<file path="config.mk">
export PLATFORM = sky130hd
export DESIGN_NAME = grt_ram
export DESIGN_NICKNAME = d
export VERILOG_FILES = /design/src/rtl/grt_ram.sv
export SDC_FILE = /design/constraint.sdc
export NUM_CORES = 2
export LEC_CHECK = 0
export ABC_AREA = 1
export ABC_CLOCK_PERIOD_IN_PS = 1800
export CAP_MARGIN = 40
export CORE_MARGIN = 8
export CORE_UTILIZATION = 40
export CTS_CLUSTER_SIZE = 16
export DETAILED_ROUTE_END_ITERATION = 10
export DONT_BUFFER_PORTS = 1
export PLACE_DENSITY_LB_ADDON = 0.1
export SLEW_MARGIN = 20
export SYNTH_ARGS = -nofsm -noshare
export SYNTH_HDL_FRONTEND = slang
export SYNTH_SLANG_ARGS = --single-unit
</file>
<file path="constraint.sdc">
create_clock -name clk -period 1.8 [get_ports clk]
set_input_delay 0 -clock clk [delete_from_list [all_inputs] [get_ports clk]]
set_output_delay 0 -clock clk [all_outputs]
set_load 0.005 [all_outputs]
</file>
<file path="src/rtl/grt_ram.sv">
// ----------------------------------------------------------------------------
// grt_ram
// generic simple dual-port ram, one write port, one registered read port
// ----------------------------------------------------------------------------
module grt_ram #(
    parameter int WIDTH = 8,
    parameter int DEPTH = 256
) (
    input  logic                     clk,
    input  logic                     we,
    input  logic [$clog2(DEPTH)-1:0] waddr,
    input  logic [WIDTH-1:0]         wdata,
    input  logic                     re,
    input  logic [$clog2(DEPTH)-1:0] raddr,
    output logic [WIDTH-1:0]         rdata
);

    logic [WIDTH-1:0] mem [DEPTH];

    always_ff @(posedge clk)
    begin
        if (we)
        begin
            mem[waddr] <= wdata;
        end
        if (re)
        begin
            rdata <= mem[raddr];
        end
    end

endmodule

</file>
* Word-level counts from Yosys, hierarchy flattened
Memory sizes are Yosys's and may differ from the RTL's. A register that Yosys moved wholly into a read port is not among the register bits.
Cells that the tools add are included.
** Word-level totals
- Flip-flop bits (word level) :: 0
- Memory bits (writable) :: 2048
- Input bits :: 27
- Memories kept :: 1
** Cells by class
- Muxes and demuxes :: 2
** Memories
- mem :: depth 256, bits a word 8, read ports 1, clocked after Yosys merged registers in 1, wr ports 1, line 18 : logic [WIDTH-1:0] mem [DEPTH];
** Operators by type and width (count)
- $mux 1 :: 2

* Longest topological paths before layout
- Word-level depth :: 2
- Mapped depth :: 15
- Depth with buffers taken out :: 11

* Worst setup path before layout
OpenSTA, ideal clock, no wires.
- Kind :: input-to-reg
- From :: input we
- To :: memory mem[162][0] (enable)
- Setup time :: 0.370 ns
- Arrival time :: 1.121 ns
- Setup slack :: 0.309 ns
- Cell stages on the path :: 4
- Path through :: clkbuf_1 > nand3_1 > clkbuf_1 > nor2_1
** Between the ends
- Cells in the longest elaborated chain, start to end :: 2
** RTL lines
- start, declared :: line 10 : input logic we,
- $mux 1 :: line 22 : if (we)
- $mux 1 (implied by the code) :: line 24 : mem[waddr] <= wdata;
- end, declared :: line 18
No other way between the ends.

==> summary.md <==
| Metric | Value |
|---|---|
| Outcome | complete, but fails checks |
| Failing checks | hold timing, slew limit, setup timing |
| Synth area leaders | edfxtp_1 (74%), nand3_1 (12%), nand2_1 (9.5%), buf_2 (1.6%), nor2_1 (1.3%) |
| Netlist cell types | 13 |
| Syn nets | 7030 |
| Area of the multi-input gates | 20090 um^2 |
| Final nets | 7362 |
| Core box area | 207300 um^2 |
| Synth Area in Compound Gates | 0% |
| Vias in the first global route | 53220 |
| Avg WL per Cell | 25.12 um |
| Fillers | 18740 |
| Total congestion overflow | 0 |
| GR peak layer | met2 |
| Setup violators final | 8 |
| GRT met1 Usage | 31.37% |
| Hold Path Depth | 0 |
| Reg2reg setup slack | -0.08 ns |
| Crit share post-route | 104.3% |
| GRT Overall Usage | between 20 and 25% |
| Clock tree sinks | 2056 |
| Antenna Violating Nets Remaining | 0 |
| Worst Skew | 0.04268 ns |
| Ports | 35 |
| Worst R2R Path Depth | 10 |
| DR vias/cell | 5.349 |
| Port buffer count | 0 |
| Adder-Cell Fraction of Synth Area | 0% |
| Largest family of logic cells by synthesized area | simple AND/OR/NAND/NOR gates |
| Yosys reg bits | 2056 |
| Cell taking the most area after synthesis | edfxtp_1 |
| Critical path launch point type | flop |
| Pins Over Slew Limit | 56 |
| Worst hold start | wdata[6] |
| Seq/Total Area, Yosys | 73.96% |
| Row cnt | 167 |
| Count leader, synth | nand2_1 |
| Worst-margin pin slew | 1.549 ns |
| CTS tree | done |
| CP endpoint kind | flop |
| Proportion of synthesized area in mux cells | 0% |
| Clock Latency Late Sink | 0.88 ns |
| Placer Congestion | between 0.8 and 0.9 |
| TritonCTS Buffers | 220 |
| Post-Syn Instances | 7003 |
| Routed WL | 258900 um |
| Die area | 223600 um^2 |
| Number of flops mapped to enable cells by yosys | just over 2000 |
| DRC violations left | 0 |
| Pin count of the biggest net entering global routing | 1026 |
| RSZ-0062 raised after global routing | true |
| PD cells | just over 1000 nW/um^2 |
| Clk buf depth | 3 |
| Synth-to-Final Area Change | 17.46% |
| Crit Path Category | reg2reg |
| Critical Path AT | 2.51 ns |
| GRT met2 Usage | 35.42% |
| Die X-Extent | around 470 um |
| Relative slew slack | -3.240% |
| Mapped Area | approximately 83000 um^2 |
| Peak VDD IR | 1.095 mV |
| Hold Path Sink | mem[111][6]$_DFFE_PP_ |
| Detail Placement HPWL | 135100 um |
| Synth Flop Type | edfxtp_1 |
| Yosys top cell area share | between 70% and 80% |
| Simple-gate portion of the synthesized area | between 20% and 30% |
| Storage element area | 61740 um^2 |
| Worst hold slack | -0.7363 ns |
| Antenna violations before repair | 13 |
| Vias after detailed routing | about 55000 |
| Largest fanout on the critical path | 1 |
| Min Tclk post-route | 1.878 ns |
| Max frequency | 532.6 MHz |
| CTS Hold Bufs | 25 |
| Ys Warns | 0 |
| Die Y | 472.8 um |
| Overall power | 0.1018 W |
| XOR/XNOR Fraction of Synth Area | 0% |
| First-pass detailed-route iteration total | 6 |
| Pre-CTS setup slack | -1.105 ns |
| Reg-to-reg endpoint | rdata[4]$_DFFE_PP_ |
| Min-Delay Path Class | in2reg |
| Hold Fails Final Rpt | 2056 |
| Clock Pin Slew Worst Setup and Hold Paths | around 0.070 ns |
| Initial DRC count | roughly 5700 |
| Top cells by count, synth | nand2_1 (2123), edfxtp_1 (2056), nand3_1 (2019), nor2_1 (283), buf_2 (268) |
| MaxCap Viol Count | 0 |
| Starting Density | between 40% and 50% |
| Layout cells sized above 1 | 13.92% |
| Syn_area_per_cell | 11.92 um^2 |
| Asr flop ratio synth | 0% |
| Global routing met3 resource utilization | 3.337% |
| Global-route wire length before repair | roughly 370000 um |
| RR Startpoint | mem[47][4]$_DFFE_PP_ |
| Root buffer cell | clkbuf_16 |
| Required @ worst endpoint | 2.44 ns |
| Leakage power | 34.78 nW |
| Setup WS post-layout | -0.07764 ns |
| H-tree Lvls | 4 |
-- cells in the final DEF (no fill, tap or decap) --
master,instances
buf_12,71
buf_16,5
buf_4,474
buf_6,8
buf_8,1
bufinv_16,14
clkbuf_1,52
clkbuf_16,234
clkinv_1,64
clkinv_16,2
clkinv_2,37
clkinv_8,4
clkinvlp_4,1
diode_2,5
dlygate4sd3_1,25
edfxtp_1,2056
inv_1,34
inv_16,2
inv_2,1
inv_4,1
inv_6,3
inv_8,2
nand2_1,2094
nand2_2,24
nand2_4,5
nand3_1,1862
nand3_2,148
nand3_4,9
nor2_1,283
-- kinds of logic after synthesis --
logic type,count (synthesis)
DFF,2056
buffers and inverters,522
and+or+nand+nor,4425
-- how the worst max path moves through the flow --
stage                                    start                     to  slack [ns]  cells after the start
after global routing      mem[19][1]$_DFFE_PP_     rdata[1]$_DFFE_PP_       -0.08                     10
final                     mem[47][4]$_DFFE_PP_     rdata[4]$_DFFE_PP_       -0.08                     10
after CTS                 mem[65][5]$_DFFE_PP_     rdata[5]$_DFFE_PP_      0.0008                     11
after floorplan                             we  mem[162][0]$_DFFE_PP_        0.31                      4
after global placement                raddr[0]     rdata[6]$_DFFE_PP_       -1.16                     15
after detailed placement              raddr[0]     rdata[6]$_DFFE_PP_       -1.11                     15
-- metrics by stage --
| stage | setup TNS (ns) | cells | util [%] | instance area, um^2 |
|---|---|---|---|---|
| floorplan | 0 | 7003 | - | 83480 |
| global placement | -8.241 | 9857 | 43.22 | 89590 |
| detailed placement | -7.787 | 9857 | 43.22 | 89590 |
| CTS | 0 | 10290 | 46.91 | 97230 |
| global route | -0.4463 | 10310 | 47.31 | 98060 |
| finish | -0.1619 | 10310 | 47.31 | 98060 |
-- report_power, final --
group	total (W)	leakage, nW	switching (W)	internal [W]
Sequential	0.0529	18.5	0.0000575	0.0528
Combinational	0.00545	12.9	0.00360	0.00184
Clock	0.0434	3.35	0.0187	0.0248
Total	0.102	34.8	0.0224	0.0794
-- per-layer routing --
layer,part of all wire (%),wire (um)
met4,2.6,6836
met3,5.9,15350
met2,47,121300
met1,45,115400
met5,0.0050,13
-- flip-flops by register name, summed over array words and instances, names as in the netlist --
name,flops
mem,2048
rdata,8
-- what timing repair did --
| action | in CTS | in global routing |
|---|---|---|
| buffers inserted | 0 | 5 |
| hold endpoints to repair | 4033 | 2056 |
| cloned | 0 | 9 |
| pin swaps | 7 | 24 |
| gates resized for setup | 113 | 79 |
| endpoints found under the setup margin | 8 | 32 |
-- area by class of cell --
class | count | area share (%)
Sequential cell | 2056 | 62.96
Multi-Input combinational cell | 4425 | 20.49
Tap cell | 2788 | 3.558
Timing Repair Buffer | 593 | 5.811
Clock buffer | 277 | 5.941
Clock inverter | 126 | 1.045
Inverter | 39 | 0.1837
Antenna cell | 5 | 0.01276
-- critical path: stages (launching register included) --
cell and delay (ns):
edfxtp_1 0.35, nand2_1 0.08, nand3_1 0.12, nand3_1 0.21
nand3_1 0.12, nand3_2 0.14, nand3_2 0.16, nand3_1 0.14
nand2_1 0.11, nand2_2 0.13, nand2_1 0.07
(Power assumes the default switching activity.)
